## config.mk

```make
export PLATFORM = sky130hd
export DESIGN_NAME = http_request_header_parser_top
export DESIGN_NICKNAME = d
export VERILOG_FILES = /design/src/rtl/hrhp_pkg.sv /design/src/rtl/hrhp_parser.sv /design/src/rtl/http_request_header_parser_top.sv
export SDC_FILE = /design/constraint.sdc
export NUM_CORES = 1
export LEC_CHECK = 0
export BUFFER_PORTS_ARGS = -buffer_cell sky130_fd_sc_hd__buf_2
export CORE_MARGIN = 4
export CORE_UTILIZATION = 68
export CTS_CLUSTER_SIZE = 8
export DETAILED_ROUTE_END_ITERATION = 8
export GPL_TIMING_DRIVEN = 0
export MAX_ROUTING_LAYER = met4
export PLACE_DENSITY = 0.88
export SYNTH_ARGS = -nofsm -noshare
export SYNTH_HDL_FRONTEND = slang
export SYNTH_SLANG_ARGS = --single-unit
```

## constraint.sdc

```tcl
create_clock -name clk -period 8.5 [get_ports clk]
set_clock_uncertainty 0.05 [all_clocks]
set_input_delay 0.425 -clock clk [delete_from_list [all_inputs] [get_ports clk]]
set_output_delay 0.425 -clock clk [all_outputs]
set_load 0.005 [all_outputs]
```

## src/rtl/hrhp_pkg.sv

```systemverilog
// ----------------------------------------------------------------------------
// hrhp_pkg
// Shared types, limits and name tables for the request header parser.
// ----------------------------------------------------------------------------
package hrhp_pkg;

	// field limits, a field tags at most LIMIT-1 bytes
	localparam int METHOD_MAX    = 16;
	localparam int PATH_MAX_LEN  = 256;
	localparam int QUERY_MAX_LEN = 256;
	localparam int VALUE_MAX_LEN = 128;
	localparam int HEADER_MAX    = 4096;

	localparam int FIELD_MAX_A = (METHOD_MAX > PATH_MAX_LEN) ? METHOD_MAX : PATH_MAX_LEN;
	localparam int FIELD_MAX_B = (QUERY_MAX_LEN > VALUE_MAX_LEN) ? QUERY_MAX_LEN : VALUE_MAX_LEN;
	localparam int FIELD_MAX   = (FIELD_MAX_A > FIELD_MAX_B) ? FIELD_MAX_A : FIELD_MAX_B;
	localparam int FCNT_W      = $clog2(FIELD_MAX);
	localparam int BCNT_W      = $clog2(HEADER_MAX + 1);

	localparam logic [7:0] CH_CR    = 8'd13;
	localparam logic [7:0] CH_LF    = 8'd10;
	localparam logic [7:0] CH_SP    = 8'd32;
	localparam logic [7:0] CH_COLON = 8'd58;
	localparam logic [7:0] CH_QMARK = 8'd63;
	localparam logic [7:0] CH_ZERO  = 8'd48;
	localparam logic [7:0] CH_NINE  = 8'd57;
	localparam logic [7:0] CH_UP_A  = 8'd65;
	localparam logic [7:0] CH_UP_Z  = 8'd90;

	// bit positions in the header name match flags
	localparam int HB_LENGTH = 0;
	localparam int HB_RANGE  = 1;
	localparam int HB_ACCEPT = 2;
	localparam int HB_CONN   = 3;
	localparam int NUM_HDRS  = 4;

	// names right aligned, first character in the highest used byte
	localparam logic [111:0] HDR_NAME [NUM_HDRS] = '{
		112'("content-length"), 112'("range"), 112'("accept"), 112'("connection")
	};
	localparam int HDR_LEN [NUM_HDRS] = '{14, 5, 6, 10};

	localparam logic [39:0] CLOSE_WORD = "close";
	localparam logic [2:0]  CLOSE_LEN  = 3'd5;

	typedef enum logic [9:0] {
		PH_METHOD = 10'b00_0000_0001,
		PH_PATH   = 10'b00_0000_0010,
		PH_QUERY  = 10'b00_0000_0100,
		PH_LINE   = 10'b00_0000_1000,
		PH_NAME   = 10'b00_0001_0000,
		PH_SKIP   = 10'b00_0010_0000,
		PH_VALUE  = 10'b00_0100_0000,
		PH_EOL    = 10'b00_1000_0000,
		PH_END    = 10'b01_0000_0000,
		PH_DONE   = 10'b10_0000_0000
	} phase_t;

	typedef enum logic [2:0] {
		TAG_NONE   = 3'd0,
		TAG_METHOD = 3'd1,
		TAG_PATH   = 3'd2,
		TAG_QUERY  = 3'd3,
		TAG_RANGE  = 3'd4,
		TAG_ACCEPT = 3'd5
	} field_tag_t;

	typedef struct packed {
		phase_t              phase;
		logic [FCNT_W-1:0]   field_count;
		logic [BCNT_W-1:0]   byte_count;
		logic [NUM_HDRS-1:0] name_flags;
		logic [7:0]          name_len;
		logic [2:0]          close_pos;
		logic                close_ok;
		logic [31:0]         length_acc;
		logic                length_seen;
		logic                keep_alive;
		logic                last_cr;
		logic                line_empty;
	} hrhp_state_t;

	localparam hrhp_state_t ST_RESET = '{
		phase:       PH_METHOD,
		field_count: '0,
		byte_count:  '0,
		name_flags:  '1,
		name_len:    8'd0,
		close_pos:   3'd0,
		close_ok:    1'b1,
		length_acc:  32'd0,
		length_seen: 1'b0,
		keep_alive:  1'b1,
		last_cr:     1'b0,
		line_empty:  1'b1
	};

	typedef struct packed {
		logic [7:0]  out_byte;
		field_tag_t  field_tag;
		logic        headers_done;
		logic        has_length;
		logic [31:0] content_length;
		logic        keep_alive;
		logic        overflow;
	} hrhp_result_t;

	function automatic logic [7:0] hdr_char(input logic [1:0] idx, input logic [7:0] pos);
		logic [7:0] sel;
		sel = 8'(HDR_LEN[idx]) - 8'd1 - pos;
		return (pos < 8'(HDR_LEN[idx])) ? HDR_NAME[idx][{sel[3:0], 3'b000} +: 8] : 8'd0;
	endfunction

	function automatic logic [7:0] close_char(input logic [2:0] pos);
		logic [7:0] ch;
		case (pos)
			3'd0:    ch = CLOSE_WORD[39:32];
			3'd1:    ch = CLOSE_WORD[31:24];
			3'd2:    ch = CLOSE_WORD[23:16];
			3'd3:    ch = CLOSE_WORD[15:8];
			3'd4:    ch = CLOSE_WORD[7:0];
			default: ch = 8'd0;
		endcase
		return ch;
	endfunction

	function automatic logic [7:0] to_lower(input logic [7:0] c);
		return (c >= CH_UP_A && c <= CH_UP_Z) ? c + 8'd32 : c;
	endfunction

endpackage

```

## src/rtl/hrhp_parser.sv

```systemverilog
// ----------------------------------------------------------------------------
// hrhp_parser
// Parse state and its next-state logic; gives the result for the byte
// presented and advances the state when the byte is taken.
// ----------------------------------------------------------------------------
module hrhp_parser (
	input  logic                  clk,
	input  logic                  arst_n,
	input  logic                  step,
	input  logic [7:0]            in_byte,
	input  logic                  new_request,
	output hrhp_pkg::hrhp_result_t result
);

	hrhp_pkg::hrhp_state_t state_q;
	hrhp_pkg::hrhp_state_t cur;
	hrhp_pkg::hrhp_state_t nxt;
	hrhp_pkg::field_tag_t  tag;
	logic                  done;
	logic                  ovf;
	logic                  val_byte;
	logic                  end_line;
	logic [7:0]            b_low;
	logic [35:0]           acc_x10;
	logic [3:0]            keep;

	assign b_low = hrhp_pkg::to_lower(in_byte);

	always_comb begin
		cur      = new_request ? hrhp_pkg::ST_RESET : state_q;
		nxt      = cur;
		tag      = hrhp_pkg::TAG_NONE;
		done     = 1'b0;
		ovf      = 1'b0;
		val_byte = 1'b0;
		end_line = 1'b0;
		keep     = 4'd0;
		acc_x10  = {1'b0, cur.length_acc, 3'b000} + {3'b000, cur.length_acc, 1'b0}
			+ 36'(in_byte - hrhp_pkg::CH_ZERO);
		if (cur.phase != hrhp_pkg::PH_DONE) begin
			if (cur.byte_count >= hrhp_pkg::BCNT_W'(hrhp_pkg::HEADER_MAX)) begin
				ovf = 1'b1;
			end else begin
				nxt.byte_count = cur.byte_count + 1'b1;
				end_line = (in_byte == hrhp_pkg::CH_LF) && cur.last_cr && cur.line_empty;
				case (cur.phase)
					hrhp_pkg::PH_METHOD: begin
						if (in_byte == hrhp_pkg::CH_CR) begin
							nxt.phase = hrhp_pkg::PH_EOL;
						end else if (in_byte == hrhp_pkg::CH_SP) begin
							nxt.phase       = hrhp_pkg::PH_PATH;
							nxt.field_count = '0;
						end else if (cur.field_count <
								hrhp_pkg::FCNT_W'(hrhp_pkg::METHOD_MAX - 1)) begin
							nxt.field_count = cur.field_count + 1'b1;
							tag             = hrhp_pkg::TAG_METHOD;
						end
					end
					hrhp_pkg::PH_PATH: begin
						if (in_byte == hrhp_pkg::CH_CR) begin
							nxt.phase = hrhp_pkg::PH_EOL;
						end else if (in_byte == hrhp_pkg::CH_SP) begin
							nxt.phase = hrhp_pkg::PH_LINE;
						end else if (in_byte == hrhp_pkg::CH_QMARK) begin
							nxt.phase       = hrhp_pkg::PH_QUERY;
							nxt.field_count = '0;
						end else if (cur.field_count <
								hrhp_pkg::FCNT_W'(hrhp_pkg::PATH_MAX_LEN - 1)) begin
							nxt.field_count = cur.field_count + 1'b1;
							tag             = hrhp_pkg::TAG_PATH;
						end
					end
					hrhp_pkg::PH_QUERY: begin
						if (in_byte == hrhp_pkg::CH_CR) begin
							nxt.phase = hrhp_pkg::PH_EOL;
						end else if (in_byte == hrhp_pkg::CH_SP) begin
							nxt.phase = hrhp_pkg::PH_LINE;
						end else if (cur.field_count <
								hrhp_pkg::FCNT_W'(hrhp_pkg::QUERY_MAX_LEN - 1)) begin
							nxt.field_count = cur.field_count + 1'b1;
							tag             = hrhp_pkg::TAG_QUERY;
						end
					end
					hrhp_pkg::PH_LINE: begin
						if (in_byte == hrhp_pkg::CH_CR) begin
							nxt.phase = hrhp_pkg::PH_EOL;
						end
					end
					hrhp_pkg::PH_EOL: begin
						// byte after CR is skipped, a new header name starts
						nxt.phase      = hrhp_pkg::PH_NAME;
						nxt.name_flags = '1;
						nxt.name_len   = 8'd0;
					end
					hrhp_pkg::PH_NAME: begin
						if (in_byte == hrhp_pkg::CH_CR) begin
							nxt.phase = (cur.name_len == 8'd0) ? hrhp_pkg::PH_END
								: hrhp_pkg::PH_EOL;
						end else if (in_byte == hrhp_pkg::CH_COLON) begin
							for (int i = 0; i < hrhp_pkg::NUM_HDRS; i++) begin
								keep[i] = cur.name_flags[i]
									&& (cur.name_len == 8'(hrhp_pkg::HDR_LEN[i]));
							end
							nxt.name_flags = keep;
							if (keep[hrhp_pkg::HB_LENGTH]) begin
								nxt.length_acc  = 32'd0;
								nxt.length_seen = 1'b1;
							end
							nxt.close_pos   = 3'd0;
							nxt.close_ok    = 1'b1;
							nxt.field_count = '0;
							nxt.phase       = hrhp_pkg::PH_SKIP;
						end else begin
							for (int i = 0; i < hrhp_pkg::NUM_HDRS; i++) begin
								if (cur.name_len >= 8'(hrhp_pkg::HDR_LEN[i])
										|| b_low != hrhp_pkg::hdr_char(2'(i), cur.name_len)) begin
									nxt.name_flags[i] = 1'b0;
								end
							end
							if (cur.name_len != 8'd255) begin
								nxt.name_len = cur.name_len + 8'd1;
							end
						end
					end
					hrhp_pkg::PH_SKIP: begin
						if (in_byte != hrhp_pkg::CH_SP) begin
							nxt.phase = hrhp_pkg::PH_VALUE;
							val_byte  = 1'b1;
						end
					end
					hrhp_pkg::PH_VALUE: begin
						val_byte = 1'b1;
					end
					default: begin
					end
				endcase

				if (val_byte) begin
					if (in_byte == hrhp_pkg::CH_CR) begin
						if (cur.name_flags[hrhp_pkg::HB_CONN] && cur.close_ok
								&& cur.close_pos == hrhp_pkg::CLOSE_LEN) begin
							nxt.keep_alive = 1'b0;
						end
						nxt.phase = hrhp_pkg::PH_EOL;
					end else begin
						if (cur.name_flags[hrhp_pkg::HB_LENGTH] && in_byte >= hrhp_pkg::CH_ZERO
								&& in_byte <= hrhp_pkg::CH_NINE) begin
							// saturate at all ones
							nxt.length_acc = (|acc_x10[35:32]) ? 32'hFFFF_FFFF : acc_x10[31:0];
						end
						if (cur.name_flags[hrhp_pkg::HB_RANGE]) begin
							if (cur.field_count < hrhp_pkg::FCNT_W'(hrhp_pkg::VALUE_MAX_LEN - 1)) begin
								nxt.field_count = cur.field_count + 1'b1;
								tag             = hrhp_pkg::TAG_RANGE;
							end
						end else if (cur.name_flags[hrhp_pkg::HB_ACCEPT]) begin
							if (cur.field_count < hrhp_pkg::FCNT_W'(hrhp_pkg::VALUE_MAX_LEN - 1)) begin
								nxt.field_count = cur.field_count + 1'b1;
								tag             = hrhp_pkg::TAG_ACCEPT;
							end
						end
						if (cur.name_flags[hrhp_pkg::HB_CONN]) begin
							if (cur.close_pos >= hrhp_pkg::CLOSE_LEN
									|| b_low != hrhp_pkg::close_char(cur.close_pos)) begin
								nxt.close_ok = 1'b0;
							end
							if (cur.close_pos < hrhp_pkg::CLOSE_LEN) begin
								nxt.close_pos = cur.close_pos + 3'd1;
							end
						end
					end
				end

				if (in_byte == hrhp_pkg::CH_LF) begin
					nxt.line_empty = cur.last_cr;
				end else if (in_byte == hrhp_pkg::CH_CR) begin
					nxt.line_empty = cur.last_cr ? 1'b0 : cur.line_empty;
				end else begin
					nxt.line_empty = 1'b0;
				end
				nxt.last_cr = (in_byte == hrhp_pkg::CH_CR);

				if (end_line) begin
					done      = 1'b1;
					tag       = hrhp_pkg::TAG_NONE;
					nxt.phase = hrhp_pkg::PH_DONE;
				end
			end
		end
	end

	assign result = '{
		out_byte:       in_byte,
		field_tag:      tag,
		headers_done:   done,
		has_length:     nxt.length_seen,
		content_length: nxt.length_acc,
		keep_alive:     nxt.keep_alive,
		overflow:       ovf
	};

	always_ff @(posedge clk or negedge arst_n) begin
		if (!arst_n) begin
			state_q <= hrhp_pkg::ST_RESET;
		end else if (step) begin
			state_q <= nxt;
		end
	end

endmodule

```

## src/rtl/http_request_header_parser_top.sv

```systemverilog
// result: registered, shown on m_tdata in the cycle after its input is accepted
// throughput: one byte per cycle, the next byte is taken while a result waits
// as long as m_tready is high; the parse state updates in a single pass
// reset: arst_n clears the parse state to the method phase and empties the result register
// ----------------------------------------------------------------------------
// http_request_header_parser_top
// Byte stream HTTP request header parser with a registered result stage.
// ----------------------------------------------------------------------------
module http_request_header_parser_top (
	input  logic        clk,
	input  logic        arst_n,
	input  logic        s_tvalid,
	output logic        s_tready,
	input  logic [7:0]  s_tdata,  // [7:0] in_byte
	input  logic        s_tuser,  // [0] new_request
	output logic        m_tvalid,
	input  logic        m_tready,
	output logic [47:0] m_tdata,  // [7:0] out_byte, [8] headers_done, [9] has_length,
	                              // [41:10] content_length, [42] keep_alive, [43] overflow
	output logic [2:0]  m_tuser   // [2:0] field_tag
);

	hrhp_pkg::hrhp_result_t result;
	hrhp_pkg::hrhp_result_t result_q;
	logic                   accept;
	logic                   valid_q;

	assign s_tready = !valid_q || m_tready;
	assign accept   = s_tvalid && s_tready;

	hrhp_parser u_parser (
		.clk         (clk),
		.arst_n      (arst_n),
		.step        (accept),
		.in_byte     (s_tdata),
		.new_request (s_tuser),
		.result      (result)
	);

	always_ff @(posedge clk or negedge arst_n) begin
		if (!arst_n) begin
			valid_q <= 1'b0;
		end else if (s_tready) begin
			valid_q <= s_tvalid;
		end
	end

	always_ff @(posedge clk) begin
		if (accept) begin
			result_q <= result;
		end
	end

	assign m_tvalid = valid_q;
	assign m_tuser  = result_q.field_tag;
	assign m_tdata  = {4'd0, result_q.overflow, result_q.keep_alive, result_q.content_length,
		result_q.has_length, result_q.headers_done, result_q.out_byte};

endmodule

```

==> results.cfg, run 1 <==
[hold_path]
hold_depth = 1
min_path_type = in -> reg
hold_end = m_tdata[6]
worstHoldStart = s_tdata[6]

[cts]
clkTransAtPathRegs_ns = 0.06
cts_hold_buf = 1
cts_buffers = 17
clock_path_buffers = 2
cts_tree = done
clk_latency_ns = 0.44
post_cts.repair.setup_buffers = 0
cts_sinks = 131
cts-root-buf = clkbuf_16
cts.repair.resized = 0
cts.htree.levels = 4

[grt]
grt_pass1_vias = 12300
grt_pass1_wl_mm = 65.1
track_usage_pct = 43.1
grt_max_degree = 64
grt_antenna_before_repair = 0
grt_overflow = 0

[setup_path]
crit_top_cell = clkbuf_1
r2r_slack_ns = 3.56
worstSetupEndpointType = register
cp.arrival_ns = 6.83
max_stage_delay_ns = 0.66
reg2regPathDepth = 15
critical_path_required_ns = 8.64
worstReg2RegEnd = m_tdata[23]
critPathTopFamily = buffers and inverters
critPathMaxFanout = 10
path_class = in -> reg
path_buf_inv = 8
cp-start-kind = input port
crit_path_top_delay_cell = clkbuf_1
worstPathCellList = buf_2 -> inv_2 -> clkbuf_1 -> clkbuf_1 -> buf_1 -> nand2_1 -> fa_1 -> inv_1 -> ha_1 -> clkbuf_1 -> nand4_1 -> or3_1 -> a211oi_1 -> or4b_4 -> a21o_1 -> nand2_1 -> o2111ai_1 -> buf_2 -> nor3_1 -> o32ai_1
rr_startpoint = u_parser.state_q[9]

[place]
gp_congestion = 1.02
numPortBuffers = 61
post-dp-hpwl_mm = 30.5
placed_area_mm2 = 0.0125

[timing]
rsz0062_at_grt = no
fin_hold_ws_ns = 0.147
fin_crit_sh_pct = 78.7
maxSlewViolCount = 0
tightest_slew_ns = 1.15
finalSetupTns_ns = 0
setup_viol = 0
timing.slew.headroom_pct = 23.3
fin_crit_ns = 6.69
hold_violations = 0
fmax_mhz = 149

[detailed_routing]
drt_iter0_drc = 1868
viasPerCell = 7.08
wl_mm = 41.5
ant_nets = 0
vias = 12700
drcViolationCount = 0
dr.pass1.iters = 7
avgRoutedWirePerCell_um = 23.2

[yosys]
synth.yosys.seq_area_share_pct = 29.7
synth_area_mm2 = 0.0119
synth_edf_count = 47
synthFlopType = dfrtp_1
synth_cell_type_count = 92
yosysTopAreaCellShare_pct = 16.0
yosysMostFrequentCell = nand2_1
synthTopCellsByArea = dfrtp_1 16%, edfxtp_1 12%, ha_1 7.2%, o21ai_0 6.1%, nand2_1 6.0%
avgSynthCellArea_um2 = 8.09
ys_ff_latch = 131
netlist_instances = 1465
synth_commonest_cells = 190 x nand2_1, 144 x o21ai_0, 113 x nor2_1, 102 x inv_1, 98 x a21oi_1
synthArstFlopShare_pct = 64.1
synth_top_cell_by_area = dfrtp_1
yosys_warnings = 0

[finish]
finish.instance_area_mm2 = 0.0131
n_antenna_cell = 0
area_growth_pct = 10.8
drive_above_1_share_pct = 10.2
layout.nets = 1663

[power]
peakVddDrop_uv = 147
leakage_nw = 5.78
powerDensity_mw_per_mm2 = 146

[die]
dieArea_mm2 = 0.0196
die_h_um = 140
core_region_area_mm2 = 0.0172
fp.dieW_um = 140
num_rows = 48
start_util_pct = 69.0
pin_count = 66

[run]
drv_cap = 0

[run_status]
status = finished clean
## metrics by stage
stage	std cells	power (mW)	setup slack, ns	utilization [%]
detailed placement	1756	1.11	1.73	72.8
global route	1789	1.97	1.66	76.4
floorplan	1468	0.980	3.02	-
global placement	1754	1.10	1.65	72.5
CTS	1789	1.89	2.13	76.4
finish	1789	1.92	1.81	76.4
## kinds of logic after synthesis
family                     Yosys count  synth area share [%]
muxes                               16                  1.54
xor gates and xnor gates            65                  4.80
DFF                                131                  29.7
adders and majority gates           99                  12.4
AOI/OAI and AO/OA                  442                  23.8
and+or+nand+nor                    526                  21.2
buffers and inverters              185                  6.48
other                                1                0.0316
## cell type report
class | instances | area [um^2]
buffer | 80 | 375
clock inverter | 14 | 186
multi-input combinational | 1152 | 7570
sequential | 131 | 3520
timing repair buffer | 64 | 365
fill | 1236 | 4050
tap | 225 | 282
inverter | 105 | 394
clock buffer | 18 | 429
## placed cells by master, fill, tap and decap left out, drive strengths merged, types with 8 or more instances in the layout
master / synthesis / final
o211ai: 22 / 22
or3: 8 / 8
mux2i: 10 / 10
dfrtp: 76 / 76
nor2b: 22 / 22
o21ai: 146 / 146
buf: 26 / 89
ha: 68 / 68
or2: 10 / 10
inv: 103 / 104
o21a: 9 / 9
nand2: 190 / 190
dfstp: 8 / 8
o31ai: 29 / 29
edfxtp: 47 / 47
xor2: 26 / 26
and3: 12 / 12
a21oi: 99 / 99
a211oi: 10 / 10
a21o: 14 / 14
clkbuf: 53 / 71
nor4: 13 / 13
nand2b: 14 / 14
o32ai: 11 / 11
nor3: 50 / 50
nand4: 18 / 18
a31oi: 17 / 17
xnor2: 39 / 39
nor2: 115 / 115
fa: 31 / 31
o2111ai: 10 / 10
nand3: 38 / 38
## flip-flops by register name, indices dropped and copies added, names as in the netlist
signal,count
u_parser.state_q,83
m_tuser,3
m_tvalid,1
m_tdata,44
## metal layers
layer  wire length (um)  up-vias  global-route usage (%)  share of wire [%]
met3               4530      303                    9.39                 11
met4               3650        0                    30.7                8.8
met2              19200     1020                    68.4                 46
met1              14200     5887                    48.1                 34
li1                   -     5465                       -                  -
met5                  0        -                       -                  0
## report_power, final
part	switching, mW	leakage, nW	internal (mW)	total (mW)
sequential	0.0284	1.58	0.693	0.722
combinational	0.271	3.92	0.130	0.402
clock	0.308	0.290	0.489	0.796
total	0.607	5.78	1.31	1.92
## worst max-delay path by stage
stage | from | end | slack [ns] | cells after the start
after global placement | s_tdata[6] | m_tdata[37] | 1.65 | 19
after global routing | s_tuser | m_tdata[11] | 1.66 | 20
after detailed placement | s_tuser | m_tdata[23] | 1.73 | 20
after floorplan | s_tdata[6] | m_tdata[28] | 3.02 | 18
after CTS | s_tuser | m_tdata[11] | 2.13 | 20
final | s_tuser | m_tdata[23] | 1.81 | 20
(Power assumes the default switching activity.)
==> run 2: changes to the inputs <==
ABC_AREA = 1   (was default)
CORE_UTILIZATION = 64   (was 68)
PLACE_DENSITY = 0.83   (was 0.88)
clock period = 6.35 ns   (was 8.5 ns; I/O delays follow)
==> results.cfg, run 2 <==
[hold_path]
hold_depth = 1
min_path_type = in -> reg
worstHoldStart = s_tdata[0]

[cts]
cts.htree.levels = 4
cts_buffers = 17
clock_path_buffers = 2
clkTransAtPathRegs_ns = 0.07
cts_tree = done
cts_sinks = 131
clk_latency_ns = 0.44
cts-root-buf = clkbuf_16
post_cts.repair.setup_buffers = 0

[detailed_routing]
drcViolationCount = 0
drt_iter0_drc = 1317
wl_mm = 41.1
viasPerCell = 5.81
vias = 13700
avgRoutedWirePerCell_um = 17.4
ant_nets = 0
dr.pass1.iters = 8

[grt]
grt.met3_usage_pct = 5.72
track_usage_pct = 37.6
grt_pass1_wl_mm = 65.3
busiest_layer = met2
grt_antenna_before_repair = 0
grt_pass1_vias = 13100
met2_usage_pct = 62.4
grtUsageMet1_pct = 45.2
grt_max_degree = 67
grt_overflow = 0

[setup_path]
rr_startpoint = u_parser.state_q[6]
cp-startpoint = s_tdata[4]
cp.arrival_ns = 4.90
cp-start-kind = input port
critical_path_required_ns = 6.46
path_class = in -> reg
worstSetupEndpointType = register
reg2regPathDepth = 20
critPathMaxFanout = 24

[yosys]
synth_area_mm2 = 0.0131
synthTopCellsByArea = nand2_1 19%, dfrtp_1 15%, edfxtp_1 11%, inv_1 8.1%, ha_1 6.5%
ys_ff_latch = 131
avgSynthCellArea_um2 = 6.58
yosysMostFrequentCell = nand2_1
synthFlopType = dfrtp_1
synth_top_cell_by_area = nand2_1
synth.yosys.seq_area_share_pct = 26.9
yosys_warnings = 0
synthArstFlopShare_pct = 64.1
synth_edf_count = 47
synth_cell_type_count = 61
netlist_instances = 1989
synth_commonest_cells = 667 x nand2_1, 283 x inv_1, 183 x nor2_1, 98 x a21oi_1, 98 x nand3_1
yosysTopAreaCellShare_pct = 19.1

[power]
power.total_mw = 2.55
powerDensity_mw_per_mm2 = 177
peakVddDrop_uv = 198
combPwrFrac_pct = 23.5
p_sw_mw = 0.908
power_frac_seq_pct = 37.8
leakage_nw = 7.73
p_clk_share_pct = 38.7
sw_frac_of_total_pct = 35.6
intPower_mw = 1.64

[timing]
fin_crit_sh_pct = 75.5
fin_crit_ns = 4.79
setup_viol = 0
finalSetupTns_ns = 0
timing.slew.headroom_pct = 24.1
rsz0062_at_grt = no
fmax_mhz = 209
maxSlewViolCount = 0
tightest_slew_ns = 1.13
hold_violations = 0

[die]
start_util_pct = 64.9
pin_count = 66
dieArea_mm2 = 0.0228
num_rows = 52
core_region_area_mm2 = 0.0202
die_h_um = 151
fp.dieW_um = 151

[place]
post-dp-hpwl_mm = 31.4
gp_congestion = 0.999
numPortBuffers = 60

[finish]
largest_register_ffs = 83
area_growth_pct = 9.74
drive_above_1_share_pct = 10.5
most-common-layout-cells = 667 x nand2_1, 282 x inv_1, 183 x nor2_1
layout.nets = 2186
final_common_cell = nand2_1
n_antenna_cell = 0
regMostFlops = u_parser.state_q

[run]
drv_cap = 0

[run_status]
status = finished clean
run 2: cell count changes after synthesis, moves of 16 or more:
cell | previous run | this run
inv_1 | 102 | 283
nand2_1 | 190 | 667
o21ai_0 | 144 | 68
nor2b_1 | 22 | 0
nor3_1 | 49 | 26
nand2_2 | 0 | 23
nand3_1 | 38 | 98
nor2_1 | 113 | 183
clkbuf_1 | 52 | 18
o31ai_1 | 29 | 4
xnor2_1 | 39 | 23
nand4_1 | 18 | 62
run 2: area by class of cell:
| type | instances | area, um^2 |
|---|---|---|
| Clock inverter | 15 | 139 |
| Tap cell | 270 | 338 |
| Fill cell | 1711 | 5800 |
| Timing Repair Buffer | 63 | 360 |
| Sequential cell | 131 | 3520 |
| Inverter | 299 | 1130 |
| Clock buffer | 17 | 425 |
| Buffer | 58 | 329 |
| Multi-Input combinational cell | 1504 | 8120 |
run 2: routing by layer:
layer	vias to the layer above	part of all wire (%)
met2	727	49
met1	6288	38
met4	0	4.4
li1	6526	-
met3	144	8.7
met5	-	0
run 2: power by group through the flow:
stage | Combinational, mW | Clock, mW | Sequential, mW
floorplan | 0.410 | 0 | 0.978
global placement | 0.568 | 0 | 0.980
detailed placement | 0.584 | 0 | 0.980
CTS | 0.587 | 0.977 | 0.963
global route | 0.663 | 1.01 | 0.971
finish | 0.599 | 0.985 | 0.964
run 2: worst max-delay path, cell delays in order:
cell and delay [ns]:
buf_2 0.20, ha_1 0.30, nor2_1 0.51, inv_2 0.52
fa_1 0.68, inv_1 0.05, ha_1 0.35, nand2_1 0.16
inv_1 0.07, a21oi_1 0.15, nand2_1 0.21, nand2_1 0.11
nand2_1 0.11, nand2_1 0.13, nand2_1 0.07, nand2_1 0.07
nand2_1 0.05, nor2_2 0.23, buf_4 0.25, nand4_1 0.12
nand2_1 0.08, nand2_1 0.12
run 2: path summary, 6_finish.rpt:
kind | endpoint | slack (ns)
worst max-delay path | m_tdata[28] | 1.56
worst min-delay path | m_tdata[0] | 0.02
worst max register to register | m_tdata[28] | 2.53
worst min register to register | u_parser.state_q[48] | 0.43
max in group asynchronous | u_parser.state_q[36] | 5.29
min in group asynchronous | u_parser.state_q[28] | 0.27
run 2: repair_timing:
item | in CTS | in global routing
hold buffers | 1 | 0
endpoints found under the hold margin | 18 | 0
gates resized for setup | 0 | 0
run 2: per-stage QoR:
stage	util, %	setup slack, ns	cells	cell area (um^2)	hold slack, ns
after floorplan	-	2.13	1992	13100	-0.0281
final	71.2	1.56	2357	14400	0.0248
after detailed placement	68.4	1.19	2324	13800	0.178
after global placement	68.1	0.747	2322	13700	0.407
after CTS	71.2	1.64	2357	14400	0.0180
after global routing	71.2	1.15	2357	14400	0.0253
run 2: kinds of logic after synthesis:
kind of cell               count (synthesis)  synth area share, %
and+or+nand+nor                         1118                 37.2
buffers and inverters                    357                 11.1
AOI/OAI and AO/OA                        236                 10.3
DFF                                      131                 26.9
adders and majority gates                 99                 11.2
xor gates and xnor gates                  47                 3.14
other                                      1               0.0286
